<file path="src/jsfe_pkg.sv">
// ----------------------------------------------------------------------------
// jsfe_pkg
// shared types, constants and codes of the json string field extractor
// ----------------------------------------------------------------------------
package jsfe_pkg;

    localparam int KEY_MAX   = 125;
    localparam int VALUE_MAX = 256;
    localparam int WIN       = KEY_MAX + 2;

    localparam int KL_W   = 7;
    localparam int CAP_W  = 9;
    localparam int RAW_W  = 9;
    localparam int BYTE_W = 8;
    localparam int SUM_W  = KL_W + 1;
    localparam int IDX_W  = (WIN > 1) ? $clog2(WIN) : 1;
    localparam int KEY_AW = (KEY_MAX > 1) ? $clog2(KEY_MAX) : 1;

    localparam int CFG_AW = 1;
    localparam int CFG_DW = 9;
    localparam logic [CFG_AW-1:0] CFG_KEY_LENGTH     = 1'b0;
    localparam logic [CFG_AW-1:0] CFG_VALUE_CAPACITY = 1'b1;

    localparam logic [CAP_W-1:0] CAP_RESET = CAP_W'((VALUE_MAX < 256) ? VALUE_MAX : 256);

    localparam logic CMD_KEY  = 1'b0;
    localparam logic CMD_TEXT = 1'b1;

    localparam logic [BYTE_W-1:0] QUOTE  = 8'h22;
    localparam logic [BYTE_W-1:0] COLON  = 8'h3A;
    localparam logic [BYTE_W-1:0] BSLASH = 8'h5C;
    localparam logic [BYTE_W-1:0] SPACE  = 8'h20;
    localparam logic [BYTE_W-1:0] TAB    = 8'h09;
    localparam logic [BYTE_W-1:0] CR     = 8'h0D;

    localparam int PH_W = 3;
    localparam logic [PH_W-1:0] PH_SEARCH = 3'd0;
    localparam logic [PH_W-1:0] PH_COLON  = 3'd1;
    localparam logic [PH_W-1:0] PH_SPACE  = 3'd2;
    localparam logic [PH_W-1:0] PH_VALUE  = 3'd3;
    localparam logic [PH_W-1:0] PH_DONE   = 3'd4;

    localparam int FIFO_DEPTH = 8;
    localparam int FP_W       = $clog2(FIFO_DEPTH);
    localparam int FC_W       = FP_W + 1;
    localparam int MAX_PUSH   = 3;
    localparam int PUSH_W     = 2;

    typedef struct packed {
        logic [BYTE_W-1:0] value_byte;
        logic              is_status;
        logic              found;
    } t_item;

    typedef struct packed {
        logic              en;
        logic [KEY_AW-1:0] idx;
        logic [BYTE_W-1:0] data;
    } t_key_wr;

    typedef struct packed {
        logic en;
        logic clr;
    } t_shift;

endpackage

</file>
<file path="src/jsfe_ram.sv">
// ----------------------------------------------------------------------------
// jsfe_ram
// generic single write port, single read port ram with registered read
// ----------------------------------------------------------------------------
module jsfe_ram #(
    parameter int WIDTH = 8,
    parameter int DEPTH = 16
) (
    input  logic                                    i_clk,
    input  logic                                    i_we,
    input  logic [((DEPTH > 1) ? $clog2(DEPTH) : 1)-1:0] i_waddr,
    input  logic [WIDTH-1:0]                        i_wdata,
    input  logic                                    i_re,
    input  logic [((DEPTH > 1) ? $clog2(DEPTH) : 1)-1:0] i_raddr,
    output logic [WIDTH-1:0]                        o_rdata
);

    logic [WIDTH-1:0] r_mem [DEPTH];
    logic [WIDTH-1:0] r_rdata;

    always_ff @(posedge i_clk) begin
        if (i_we) begin
            r_mem[i_waddr] <= i_wdata;
        end
        if (i_re) begin
            r_rdata <= r_mem[i_raddr];
        end
    end

    assign o_rdata = r_rdata;

endmodule

</file>
<file path="src/jsfe_cell.sv">
// ----------------------------------------------------------------------------
// jsfe_cell
// one window position: holds a text byte, its valid bit and the aligned key byte
// ----------------------------------------------------------------------------
module jsfe_cell (
    input  logic                          i_clk,
    input  logic                          i_rst_n,
    input  logic [jsfe_pkg::IDX_W-1:0]    i_idx,
    input  logic [jsfe_pkg::KL_W-1:0]     i_key_len,
    input  jsfe_pkg::t_key_wr             i_key_wr,
    input  jsfe_pkg::t_shift              i_ctl,
    input  logic [jsfe_pkg::BYTE_W-1:0]   i_byte,
    input  logic                          i_vld,
    output logic [jsfe_pkg::BYTE_W-1:0]   o_byte,
    output logic                          o_vld,
    output logic                          o_ok
);

    logic [jsfe_pkg::BYTE_W-1:0] r_byte;
    logic                        r_vld;
    logic [jsfe_pkg::BYTE_W-1:0] r_key;
    logic [jsfe_pkg::SUM_W-1:0]  pos;
    logic [jsfe_pkg::SUM_W-1:0]  last;
    logic                        hit;
    logic                        care;
    logic [jsfe_pkg::BYTE_W-1:0] want;

    assign pos  = jsfe_pkg::SUM_W'(i_idx);
    assign last = jsfe_pkg::SUM_W'(i_key_len) + jsfe_pkg::SUM_W'(1);
    // key byte k sits at age key_len - k
    assign hit  = (pos + jsfe_pkg::SUM_W'(i_key_wr.idx)) == jsfe_pkg::SUM_W'(i_key_len);
    assign care = pos <= last;

    always_comb begin
        if (pos == '0 || pos == last) begin
            want = jsfe_pkg::QUOTE;
        end else begin
            want = r_key;
        end
    end

    assign o_ok   = !care || (i_vld && (i_byte == want));
    assign o_byte = r_byte;
    assign o_vld  = r_vld;

    always_ff @(posedge i_clk) begin
        if (!i_rst_n) begin
            r_vld <= 1'b0;
        end else if (i_ctl.clr) begin
            r_vld <= 1'b0;
        end else if (i_ctl.en) begin
            r_vld <= i_vld;
        end
    end

    always_ff @(posedge i_clk) begin
        if (i_ctl.en) begin
            r_byte <= i_byte;
        end
        if (i_key_wr.en && hit) begin
            r_key <= i_key_wr.data;
        end
    end

endmodule

</file>
<file path="src/jsfe_fifo.sv">
// ----------------------------------------------------------------------------
// jsfe_fifo
// result queue taking up to three results per cycle and giving one when popped
// ----------------------------------------------------------------------------
module jsfe_fifo (
    input  logic                                   i_clk,
    input  logic                                   i_rst_n,
    input  logic [jsfe_pkg::PUSH_W-1:0]            i_push_n,
    input  jsfe_pkg::t_item [jsfe_pkg::MAX_PUSH-1:0] i_push,
    input  logic                                   i_pop,
    output logic                                   o_room,
    output logic                                   o_valid,
    output jsfe_pkg::t_item                        o_head
);

    jsfe_pkg::t_item            r_mem [jsfe_pkg::FIFO_DEPTH];
    logic [jsfe_pkg::FP_W-1:0]  r_wr;
    logic [jsfe_pkg::FP_W-1:0]  r_rd;
    logic [jsfe_pkg::FC_W-1:0]  r_cnt;
    logic [jsfe_pkg::FC_W-1:0]  n_cnt;
    logic                       pop;

    assign pop     = i_pop && (r_cnt != '0);
    assign o_valid = r_cnt != '0;
    assign o_head  = r_mem[r_rd];
    assign o_room  = r_cnt <= jsfe_pkg::FC_W'(jsfe_pkg::FIFO_DEPTH - jsfe_pkg::MAX_PUSH);
    assign n_cnt   = r_cnt + jsfe_pkg::FC_W'(i_push_n) - jsfe_pkg::FC_W'(pop);

    always_ff @(posedge i_clk) begin
        for (int k = 0; k < jsfe_pkg::MAX_PUSH; k++) begin
            if (jsfe_pkg::PUSH_W'(k) < i_push_n) begin
                r_mem[r_wr + jsfe_pkg::FP_W'(k)] <= i_push[k];
            end
        end
    end

    always_ff @(posedge i_clk) begin
        if (!i_rst_n) begin
            r_wr  <= '0;
            r_rd  <= '0;
            r_cnt <= '0;
        end else begin
            r_wr  <= r_wr + jsfe_pkg::FP_W'(i_push_n);
            r_rd  <= r_rd + jsfe_pkg::FP_W'(pop);
            r_cnt <= n_cnt;
        end
    end

endmodule

</file>
<file path="src/json_string_field_extractor.sv">
// ----------------------------------------------------------------------------
// json_string_field_extractor
// finds a quoted key in streamed json text and returns its string value
// ----------------------------------------------------------------------------
// results of a request enter the result queue, behind those already queued
// throughput: one request per cycle while o_stall is low; results leave one per cycle from a queue while i_stall is low
// writing a nonzero key_length stalls requests while the key ram is
// swept into the window cells
// reset is synchronous: control state clears, key store is undefined until loaded
// ----------------------------------------------------------------------------
module json_string_field_extractor (
    input  logic                          i_clk,
    input  logic                          i_rst_n,
    input  logic                          i_valid,
    output logic                          o_stall,
    input  logic                          i_command,
    input  logic [jsfe_pkg::BYTE_W-1:0]   i_byte_value,
    input  logic [jsfe_pkg::KL_W-1:0]     i_key_index,
    input  logic                          i_end_of_text,
    output logic                          o_valid,
    input  logic                          i_stall,
    output logic [jsfe_pkg::BYTE_W-1:0]   o_value_byte,
    output logic                          o_is_status,
    output logic                          o_found,
    input  logic                          i_cfg_valid,
    output logic                          o_cfg_ready,
    input  logic [jsfe_pkg::CFG_AW-1:0]   i_cfg_index,
    input  logic [jsfe_pkg::CFG_DW-1:0]   i_cfg_data
);

    logic [jsfe_pkg::KL_W-1:0]   r_key_len;
    logic [jsfe_pkg::CAP_W-1:0]  r_cap;
    logic [jsfe_pkg::PH_W-1:0]   r_phase;
    logic [jsfe_pkg::PH_W-1:0]   n_phase;
    logic [jsfe_pkg::RAW_W-1:0]  r_raw;
    logic [jsfe_pkg::RAW_W-1:0]  n_raw;
    logic                        r_pend;
    logic                        n_pend;
    logic                        r_sw_busy;
    logic [jsfe_pkg::KEY_AW-1:0] r_sw_cnt;
    logic                        r_rd_vld;
    logic [jsfe_pkg::KEY_AW-1:0] r_rd_idx;

    logic                        in_acc;
    logic                        text_acc;
    logic                        key_load;
    logic                        room;
    logic                        match;
    logic                        is_ws;
    logic                        cont;
    logic [jsfe_pkg::RAW_W-1:0]  limit;
    logic [jsfe_pkg::BYTE_W-1:0] ram_q;
    logic [jsfe_pkg::KL_W-1:0]   cfg_kl;
    logic [jsfe_pkg::CAP_W-1:0]  cfg_cap;
    logic [jsfe_pkg::PUSH_W-1:0] nemit;

    jsfe_pkg::t_item [jsfe_pkg::MAX_PUSH-1:0] items;
    jsfe_pkg::t_item                          head;
    jsfe_pkg::t_key_wr                        key_wr;
    jsfe_pkg::t_shift                         ctl;

    logic [jsfe_pkg::BYTE_W-1:0] w_byte [jsfe_pkg::WIN];
    logic                        w_vld  [jsfe_pkg::WIN];
    logic [jsfe_pkg::WIN-1:0]    ok;

    assign o_stall     = r_sw_busy || r_rd_vld || !room;
    assign o_cfg_ready = 1'b1;
    assign in_acc      = i_valid && !o_stall;
    assign text_acc    = in_acc && (i_command == jsfe_pkg::CMD_TEXT);
    assign key_load    = in_acc && (i_command == jsfe_pkg::CMD_KEY)
                         && (32'(i_key_index) < jsfe_pkg::KEY_MAX);
    assign limit       = (r_cap == '0) ? '0 : jsfe_pkg::RAW_W'(r_cap - jsfe_pkg::CAP_W'(1));
    assign is_ws       = (i_byte_value == jsfe_pkg::SPACE)
                         || (i_byte_value >= jsfe_pkg::TAB && i_byte_value <= jsfe_pkg::CR);
    assign match       = &ok;

    assign cfg_kl  = (32'(i_cfg_data[jsfe_pkg::KL_W-1:0]) > jsfe_pkg::KEY_MAX)
                     ? jsfe_pkg::KL_W'(jsfe_pkg::KEY_MAX) : i_cfg_data[jsfe_pkg::KL_W-1:0];
    assign cfg_cap = (32'(i_cfg_data) > jsfe_pkg::VALUE_MAX)
                     ? jsfe_pkg::CAP_W'(jsfe_pkg::VALUE_MAX) : i_cfg_data;

    // key store and realignment sweep
    jsfe_ram #(
        .WIDTH (jsfe_pkg::BYTE_W),
        .DEPTH (jsfe_pkg::KEY_MAX)
    ) u_key_ram (
        .i_clk   (i_clk),
        .i_we    (key_load),
        .i_waddr (jsfe_pkg::KEY_AW'(i_key_index)),
        .i_wdata (i_byte_value),
        .i_re    (r_sw_busy),
        .i_raddr (r_sw_cnt),
        .o_rdata (ram_q)
    );

    always_comb begin
        if (r_rd_vld) begin
            key_wr.en   = 1'b1;
            key_wr.idx  = r_rd_idx;
            key_wr.data = ram_q;
        end else begin
            key_wr.en   = key_load;
            key_wr.idx  = jsfe_pkg::KEY_AW'(i_key_index);
            key_wr.data = i_byte_value;
        end
    end

    // window cells
    genvar g;
    generate
        for (g = 0; g < jsfe_pkg::WIN; g++) begin : g_cell
            logic [jsfe_pkg::BYTE_W-1:0] c_byte;
            logic                        c_vld;
            if (g == 0) begin : g_head
                assign c_byte = i_byte_value;
                assign c_vld  = 1'b1;
            end else begin : g_body
                assign c_byte = w_byte[g-1];
                assign c_vld  = w_vld[g-1];
            end
            jsfe_cell u_cell (
                .i_clk     (i_clk),
                .i_rst_n   (i_rst_n),
                .i_idx     (jsfe_pkg::IDX_W'(g)),
                .i_key_len (r_key_len),
                .i_key_wr  (key_wr),
                .i_ctl     (ctl),
                .i_byte    (c_byte),
                .i_vld     (c_vld),
                .o_byte    (w_byte[g]),
                .o_vld     (w_vld[g]),
                .o_ok      (ok[g])
            );
        end
    endgenerate

    // phase machine
    always_comb begin
        n_phase = r_phase;
        n_raw   = r_raw;
        n_pend  = r_pend;
        nemit   = '0;
        items   = '0;
        ctl.en  = 1'b0;
        ctl.clr = 1'b0;
        cont    = 1'b1;
        if (text_acc) begin
            unique case (r_phase)
                jsfe_pkg::PH_SEARCH: begin
                    ctl.en = 1'b1;
                    if (match) begin
                        n_phase = jsfe_pkg::PH_COLON;
                    end
                end
                jsfe_pkg::PH_COLON: begin
                    if (i_byte_value == jsfe_pkg::COLON) begin
                        n_phase = jsfe_pkg::PH_SPACE;
                    end
                end
                jsfe_pkg::PH_SPACE: begin
                    if (!is_ws) begin
                        if (i_byte_value == jsfe_pkg::QUOTE && r_cap != '0) begin
                            n_phase = jsfe_pkg::PH_VALUE;
                            n_raw   = '0;
                            n_pend  = 1'b0;
                        end else begin
                            items[nemit] = '{value_byte: '0, is_status: 1'b1, found: 1'b0};
                            nemit        = nemit + jsfe_pkg::PUSH_W'(1);
                            n_phase      = jsfe_pkg::PH_DONE;
                        end
                    end
                end
                jsfe_pkg::PH_VALUE: begin
                    if (r_pend) begin
                        n_pend = 1'b0;
                        if (i_byte_value == jsfe_pkg::QUOTE) begin
                            // escaped quote, possibly cut after its backslash
                            if (r_raw < limit) begin
                                items[nemit] = '{value_byte: jsfe_pkg::QUOTE,
                                                 is_status: 1'b0, found: 1'b0};
                                nemit        = nemit + jsfe_pkg::PUSH_W'(1);
                            end else if (r_raw <= limit) begin
                                items[nemit] = '{value_byte: jsfe_pkg::BSLASH,
                                                 is_status: 1'b0, found: 1'b0};
                                nemit        = nemit + jsfe_pkg::PUSH_W'(1);
                            end
                            if (r_raw < limit) begin
                                n_raw = r_raw + jsfe_pkg::RAW_W'(1);
                            end
                            cont = 1'b0;
                        end else if (r_raw <= limit) begin
                            items[nemit] = '{value_byte: jsfe_pkg::BSLASH,
                                             is_status: 1'b0, found: 1'b0};
                            nemit        = nemit + jsfe_pkg::PUSH_W'(1);
                        end
                    end
                    if (cont) begin
                        if (i_byte_value == jsfe_pkg::QUOTE) begin
                            items[nemit] = '{value_byte: '0, is_status: 1'b1,
                                             found: (r_cap != '0)};
                            nemit        = nemit + jsfe_pkg::PUSH_W'(1);
                            n_phase      = jsfe_pkg::PH_DONE;
                        end else if (i_byte_value == jsfe_pkg::BSLASH) begin
                            n_pend = 1'b1;
                            if (r_raw <= limit) begin
                                n_raw = r_raw + jsfe_pkg::RAW_W'(1);
                            end
                        end else if (r_raw < limit) begin
                            items[nemit] = '{value_byte: i_byte_value,
                                             is_status: 1'b0, found: 1'b0};
                            nemit        = nemit + jsfe_pkg::PUSH_W'(1);
                            n_raw        = r_raw + jsfe_pkg::RAW_W'(1);
                        end
                    end
                end
                jsfe_pkg::PH_DONE: begin
                end
                default: begin
                end
            endcase
            if (i_end_of_text) begin
                if (n_phase != jsfe_pkg::PH_DONE) begin
                    items[nemit] = '{value_byte: '0, is_status: 1'b1, found: 1'b0};
                    nemit        = nemit + jsfe_pkg::PUSH_W'(1);
                end
                ctl.clr = 1'b1;
                n_phase = jsfe_pkg::PH_SEARCH;
                n_raw   = '0;
                n_pend  = 1'b0;
            end
        end
    end

    always_ff @(posedge i_clk) begin
        if (!i_rst_n) begin
            r_phase <= jsfe_pkg::PH_SEARCH;
            r_raw   <= '0;
            r_pend  <= 1'b0;
        end else begin
            r_phase <= n_phase;
            r_raw   <= n_raw;
            r_pend  <= n_pend;
        end
    end

    // configuration registers and sweep control
    always_ff @(posedge i_clk) begin
        if (!i_rst_n) begin
            r_key_len <= '0;
            r_cap     <= jsfe_pkg::CAP_RESET;
            r_sw_busy <= 1'b0;
            r_sw_cnt  <= '0;
            r_rd_vld  <= 1'b0;
        end else begin
            r_rd_vld <= r_sw_busy;
            if (r_sw_busy) begin
                r_sw_cnt <= r_sw_cnt + jsfe_pkg::KEY_AW'(1);
                if (r_sw_cnt == jsfe_pkg::KEY_AW'(r_key_len - jsfe_pkg::KL_W'(1))) begin
                    r_sw_busy <= 1'b0;
                end
            end
            if (i_cfg_valid) begin
                unique case (i_cfg_index)
                    jsfe_pkg::CFG_KEY_LENGTH: begin
                        r_key_len <= cfg_kl;
                        r_sw_busy <= (cfg_kl != '0);
                        r_sw_cnt  <= '0;
                    end
                    jsfe_pkg::CFG_VALUE_CAPACITY: begin
                        r_cap <= cfg_cap;
                    end
                    default: begin
                    end
                endcase
            end
        end
    end

    always_ff @(posedge i_clk) begin
        r_rd_idx <= r_sw_cnt;
    end

    // result queue
    jsfe_fifo u_fifo (
        .i_clk    (i_clk),
        .i_rst_n  (i_rst_n),
        .i_push_n (nemit),
        .i_push   (items),
        .i_pop    (!i_stall),
        .o_room   (room),
        .o_valid  (o_valid),
        .o_head   (head)
    );

    assign o_value_byte = head.value_byte;
    assign o_is_status  = head.is_status;
    assign o_found      = head.found;

    a_sweep_stalls: assert property (@(posedge i_clk) disable iff (!i_rst_n)
        (r_sw_busy || r_rd_vld) |-> o_stall)
        else $error("request taken during key sweep");

    a_status_zero: assert property (@(posedge i_clk) disable iff (!i_rst_n)
        (o_valid && o_is_status) |-> (o_value_byte == '0))
        else $error("status result carries a value byte");

    a_eot_restart: assert property (@(posedge i_clk) disable iff (!i_rst_n)
        (text_acc && i_end_of_text) |=> (r_phase == jsfe_pkg::PH_SEARCH && !r_pend
                                         && r_raw == '0))
        else $error("end of text did not restart the search");

    a_pend_in_value: assert property (@(posedge i_clk) disable iff (!i_rst_n)
        r_pend |-> (r_phase == jsfe_pkg::PH_VALUE))
        else $error("pending backslash outside a value");

endmodule

</file>
<file path="config.mk">
export PLATFORM = sky130hd
export DESIGN_NAME = json_string_field_extractor
export DESIGN_NICKNAME = d
export VERILOG_FILES = /design/src/jsfe_pkg.sv /design/src/jsfe_ram.sv /design/src/jsfe_cell.sv /design/src/jsfe_fifo.sv /design/src/json_string_field_extractor.sv
export SDC_FILE = /design/constraint.sdc
export NUM_CORES = 2
export LEC_CHECK = 0
export CORE_MARGIN = 2
export CORE_UTILIZATION = 28
export DETAILED_ROUTE_END_ITERATION = 8
export DONT_BUFFER_PORTS = 1
export PLACE_DENSITY = 0.42
export SETUP_SLACK_MARGIN = 0.3
export SLEW_MARGIN = 20
export SYNTH_ARGS = -nofsm -noshare
export SYNTH_HDL_FRONTEND = slang
export SYNTH_SLANG_ARGS = --single-unit
</file>
<file path="constraint.sdc">
create_clock -name i_clk -period 36.8 [get_ports i_clk]
set_clock_uncertainty 0.05 [all_clocks]
set_input_delay 3.68 -clock i_clk [delete_from_list [all_inputs] [get_ports i_clk]]
set_output_delay 3.68 -clock i_clk [all_outputs]
set_load 0.005 [all_outputs]
</file>
=== Word-level counts from Yosys, hierarchy flattened ===
Memories as Yosys holds them, arrays and structs flattened. A register that Yosys moved wholly into a read port is not among the register bits.
Index checks and enable logic that the tools add are counted.

* Bits in registers: 2197
* Memory bits (writable): 1080
* Input port bits: 32
* Output and inout bits: 13
* Memories kept: 2

{| class="wikitable"
|+ Memories
! name !! words !! width !! rd ports !! clocked after Yosys merged registers in !! write ports !! RTL line !! RTL
|-
| u_key_ram.r_mem || 125 || 8 || 1 || 1 || 1 || jsfe_ram.sv:18 || <nowiki>logic [WIDTH-1:0] r_mem [DEPTH];</nowiki>
|-
| u_fifo.r_mem || 8 || 10 || 1 || 1 || 3 || jsfe_fifo.sv:16 || <nowiki>jsfe_pkg::t_item r_mem [jsfe_pkg::FIFO_DEPTH];</nowiki>
|}

* $add $sub $neg: 139
* $lt $le $gt $ge: 142
* Equal/unequal tests: 389
* Muxes and demuxes: 223
* Bitwise operators: 6
* Reductions and logical operators: 532

{| class="wikitable"
|+ Operator list
! kind !! number
|-
| $eq A8 B7 Y1 || 126
|-
| $eq A8 B8 Y1 || 126
|-
| $mux W8 || 126
|-
| $add A7 B7 Y8 const A || 63
|-
| $eq A7 B8 Y1 const A || 63
|-
| $le A7 B8 Y1 const A || 63
|-
| $logic_and A1 B1 Y1 || 261
|-
| $add A6 B7 Y8 const A || 32
|-
| $eq A6 B8 Y1 const A || 32
|-
| $le A6 B8 Y1 const A || 32
|-
| $mux W30 || 7
|-
| $mux W9 || 15
|-
| $logic_not A1 Y1 || 130
|-
| $logic_or A1 B1 Y1 || 130
|-
| $add A5 B7 Y8 const A || 16
|-
| $eq A5 B8 Y1 const A || 16
|-
| $le A5 B8 Y1 const A || 16
|-
| $reduce_and A127 Y1 || 1
|-
| $mux W10 || 7
|-
| $add A4 B7 Y8 const A || 8
|-
| $eq A4 B8 Y1 const A || 8
|-
| $le A4 B8 Y1 const A || 8
|-
| $bwmux W30 || 2
|-
| $demux W10 S2 || 2
|-
| other kinds (63) || 141
|}

=== Longest topological paths before layout ===
* Depth in word-level cells: 25
* Mapped depth: 26
* Mapped depth without buffers: 26

=== Hierarchy ===
A second synthesis with hierarchy kept.

* Cells, all modules: 19408
* Area, all modules: 221332.3 um^2

{| class="wikitable"
|+ By module, submodules not included
! module !! times used !! cells each !! area each (um^2) !! seq. area each (um^2)
|-
| jsfe_cell at g_cell[14].u_cell ... || 84 || 129 || 1346.3 || 500.5
|-
| jsfe_cell at g_cell[0].u_cell ... || 43 || 131 || 1381.3 || 500.5
|-
| jsfe_ram || 1 || 1818 || 39070.0 || 30269.0
|-
| jsfe_fifo || 1 || 655 || 6224.7 || 2602.5
|-
| json_string_field_extractor || 1 || 466 || 3552.2 || 900.9
|}

=== Worst setup path after synthesis ===
Ideal clock, no wire load.

* Kind: input to register
* From: in i_valid
* To: reg g_cell[0].u_cell.r_byte, in the netlist g_cell[0].u_cell.o_byte[0] (enable)
* Setup time: 1764 ps
* Arrival time: 31707 ps
* Path slack: 3279 ps
* Stages: 5
* Cell sequence: and4b_1 clkbuf_1 nand2_1 inv_2 clkbuf_1

{| class="wikitable"
|+ RTL lines
! what !! RTL line !! RTL
|-
| start: declaration || json_string_field_extractor.sv:14 || <nowiki>input logic i_valid,</nowiki>
|-
| end signal: assignment || jsfe_cell.sv:58 || <nowiki>r_byte <= i_byte;</nowiki>
|-
| end: declaration || jsfe_cell.sv:19 || <nowiki>logic [jsfe_pkg::BYTE_W-1:0] r_byte;</nowiki>
|}

=== Worst setup path in the final report ===
* From: in i_valid
* To: reg g_cell[79].u_cell.r_vld

* Word-level cells in the longest chain between the ends: 4

{| class="wikitable"
|+ Ends and longest elaborated chain
! what !! RTL line !! RTL
|-
| $logic_and A1 B1 Y1 (*) || json_string_field_extractor.sv:68 || <nowiki>assign in_acc = i_valid && !o_stall;</nowiki>
|-
| $logic_and A1 B1 Y1 (*) || json_string_field_extractor.sv:69 || <nowiki>assign text_acc = in_acc && (i_command == jsfe_pkg::CMD_TEXT);</nowiki>
|-
| $mux W2 (*) || json_string_field_extractor.sv:147 || <nowiki>if (text_acc) begin</nowiki>
|-
| $reduce_or A2 Y1 (no source line) || - ||
|-
| end signal: assignment || jsfe_cell.sv:52 || <nowiki>r_vld <= i_vld;</nowiki>
|-
| end: declaration || jsfe_cell.sv:20 || <nowiki>logic r_vld;</nowiki>
|}

Every way passes the cells marked *; elsewhere a longest branch is shown, timed or not.
A chain may end at the register's enable or synchronous reset.

==> qor.yml <==
io_pins: 45
outcome: "completed"
async_flop_share: 0
avgSynthCellArea_um2: 14.2
nets: 10400
first_pass_iters: 6
synth_area_um2: 142000
finalMaxSlewViolations: 0
vias_per_cell: 5.32
cp_common_cell: "buf_4"
ys_top_cells_by_area: "edfxtp_1 66%, mux4_2 5.5%, dfxtp_1 2.6%"
antenna_left: 0
cts_buffer_depth: 4
post-cts-setup-buffer-count: 0
cp_max_fo: 128
cp_num_buf_inv: 6
fin_crit_ns: 8.80
yosysWarnings: 0
postCtsHoldBufs: 0
die_y_um: 715
hold_ws_ns: 0.392
ys_ff_latch: 3285
synth_common_cells: "3,104 x edfxtp_1, 850 x nand2_1, 757 x nor2_1"
fin_cells: 17300
avgRoutedWirePerCell_um: 30.1
synth_top_area_frac: 0.659
ys_seq_area_frac: 0.684
gp_congestion: 0.924
die_w_um: 715
crit_type: "in2reg"
numCtsBuffers: 365
setup-violations-final: 0
cp-start-kind: "primary input"
p_leak_nw: 49.3
max_stage_delay_ns: 0.87
ir_drop_mv: 0.0369
final_hold_viol_count: 0
post_cts_resized: 0
clk_pin_slew_ns: 0.06
tightest_slew_ns: 1.28
grt_pass1_vias: 89900
grt_pass1_wl_um: 721000
dp_hpwl_um: 360000
postSynthCellCount: 9954
timing.fmax_mhz: 114
root_buffer: "clkbuf_16"
core_area_um2: 504000
post-route-util: 0.325
cp.arrival_ns: 9.66
slew_headroom: 0.147
clock_latency_ns: 0.99
antenna_found_initial: 49
syn-num-nets: 10000
wl_um: 523000
grt_max_degree: 153
syn2layout_area_growth_pct: 16.0
vias: 92200
end_kind: "flop"
cts_tree: "done"
hp-class: "reg2reg"
synth_most_common_cell: "edfxtp_1"
synth_edf_count: 3104
htree_levels: 5
synth_top_area_cell: "edfxtp_1"
drtIter0Drc: 9473
tns_ns: 0
worstPathCellList: "and4b_1 > nand2_4 > inv_8 > buf_4 > buf_4 > buf_4 > buf_4 > buf_6 > nand2_1 > a21oi_1"
portBuffers: 0
synth_cell_types: 111
rsz0062_at_grt: "no"
cp_top_family: "buffers and inverters"
core.rowCount: 261
clock_sinks: 3285
grt-ovfl-total: 0
pwr_density_cell_nw_per_um2: 51.1
max-cap-violations: 0
critPathRequiredTime_ns: 37.66
initial_core_util: 0.281
die_area_um2: 511000
dp_cells: 16700
route.detailed.drc: 0
fin_crit_sh: 0.239
drive_above_1_share: 0.141
globalRouteTotalUtil: 0.199
cp_slowest_cell: "buf_4"
synth_top_flop_cell: "edfxtp_1"
## power by group
group | internal [mW] | switching (mW) | total [mW]
sequential | 4.17 | 0.0573 | 4.23
combinational | 0.145 | 0.416 | 0.561
clock | 2.05 | 1.54 | 3.59
## per-stage QoR
step	cell area [um^2]	setup WS (ns)	power [mW]
2_1_floorplan	142000	3.28	4.75
3_3_place_gp	152000	26.79	4.86
3_5_place_dp	152000	26.69	4.87
4_1_cts	164000	27.76	8.47
5_1_grt	164000	27.63	8.64
6_report	164000	28.00	8.38
## final timing paths
check,cells past startpoint,slack (ns),start,end
worst max register to register,15,29.34,r_key_len[0],r_phase[0]
worst min-delay path,0,0.39,g_cell[11].u_cell.o_byte[6],g_cell[12].u_cell.o_byte[6]
worst max-delay path,10,28.00,i_valid,g_cell[79].u_cell.o_vld
worst min register to register,0,0.39,g_cell[11].u_cell.o_byte[6],g_cell[12].u_cell.o_byte[6]
## registers in the layout, indices dropped and copies added, names as in the netlist
name                  cells
g_cell.u_cell.r_key    1008
u_key_ram.o_rdata         8
u_fifo.r_cnt              4
u_key_ram.r_mem        1000
r_cap                     9
u_fifo.r_rd               3
r_sw_cnt                  7
r_raw                     9
r_phase                   3
r_sw_busy                 1
r_rd_vld                  1
g_cell.u_cell.o_vld     126
u_fifo.r_wr               3
r_rd_idx                  7
r_key_len                 7
g_cell.u_cell.o_byte   1008
r_pend                    1
u_fifo.r_mem             80
## logic make-up (layout without fill, tap and decap cells)
group	Yosys count	in the layout	share of synthesized area
flops	3285	3285	0.684
simple gates	2854	2854	0.0959
compound gates	2023	2023	0.0971
buf+inv	742	1411	0.0206
xor+xnor	516	516	0.0320
mux	471	471	0.0644
fa+ha+maj	62	62	0.00559
other cells	1	18	0.0000265
## area by class of cell
cell class	count	area, um^2
Timing Repair Buffer	344	2630
Clock buffer	484	9900
Inverter	405	1530
Clock inverter	178	1740
Antenna cell	17	42.5
Sequential cell	3285	96900
Multi-Input combinational cell	5927	43000
Tap cell	6706	8390
Fill cell	49200	340000
## metal layers
metal,up-vias,track usage,routed length (um)
met5,-,0,130
met4,22,0.0881,26000
met3,842,0.0309,32500
met2,3531,0.327,246000
met1,48000,0.259,218000
li1,39800,-,-
## layout by cell type, fill, tap and decap left out, types with 36 or more instances in the layout
master | netlist | routed
a21oi_1 | 505 | 499
a22oi_1 | 52 | 52
a31oi_1 | 233 | 232
and2_1 | 45 | 45
buf_4 | 9 | 338
clkbuf_1 | 233 | 90
clkbuf_16 | 0 | 368
clkinv_1 | 2 | 67
clkinv_2 | 0 | 55
dfxtp_1 | 181 | 168
edfxtp_1 | 3104 | 3104
ha_1 | 60 | 58
inv_1 | 400 | 400
mux2i_1 | 85 | 82
mux4_2 | 348 | 348
nand2_1 | 850 | 845
nand2b_1 | 82 | 82
nand3_1 | 217 | 215
nand4_1 | 82 | 82
nor2_1 | 757 | 746
nor2b_1 | 80 | 80
nor3_1 | 308 | 290
nor4_1 | 167 | 119
nor4_2 | 0 | 39
o2111ai_1 | 39 | 39
o211ai_1 | 36 | 36
o21ai_0 | 304 | 293
o221ai_1 | 51 | 51
o22ai_1 | 94 | 94
o31ai_1 | 59 | 58
o32ai_1 | 152 | 148
or3_1 | 36 | 36
xnor2_1 | 401 | 394
xor2_1 | 114 | 114
## worst reg2reg max path: cells and delay by family (launching register included)
kind	cells	cell delay, ns
AOI/OAI and AO/OA	5	2.50
buffers and inverters	3	1.19
DFF	1	0.51
and+or+nand+nor	6	2.84
adders and majority gates	1	0.30
(Power assumes the default switching activity.)
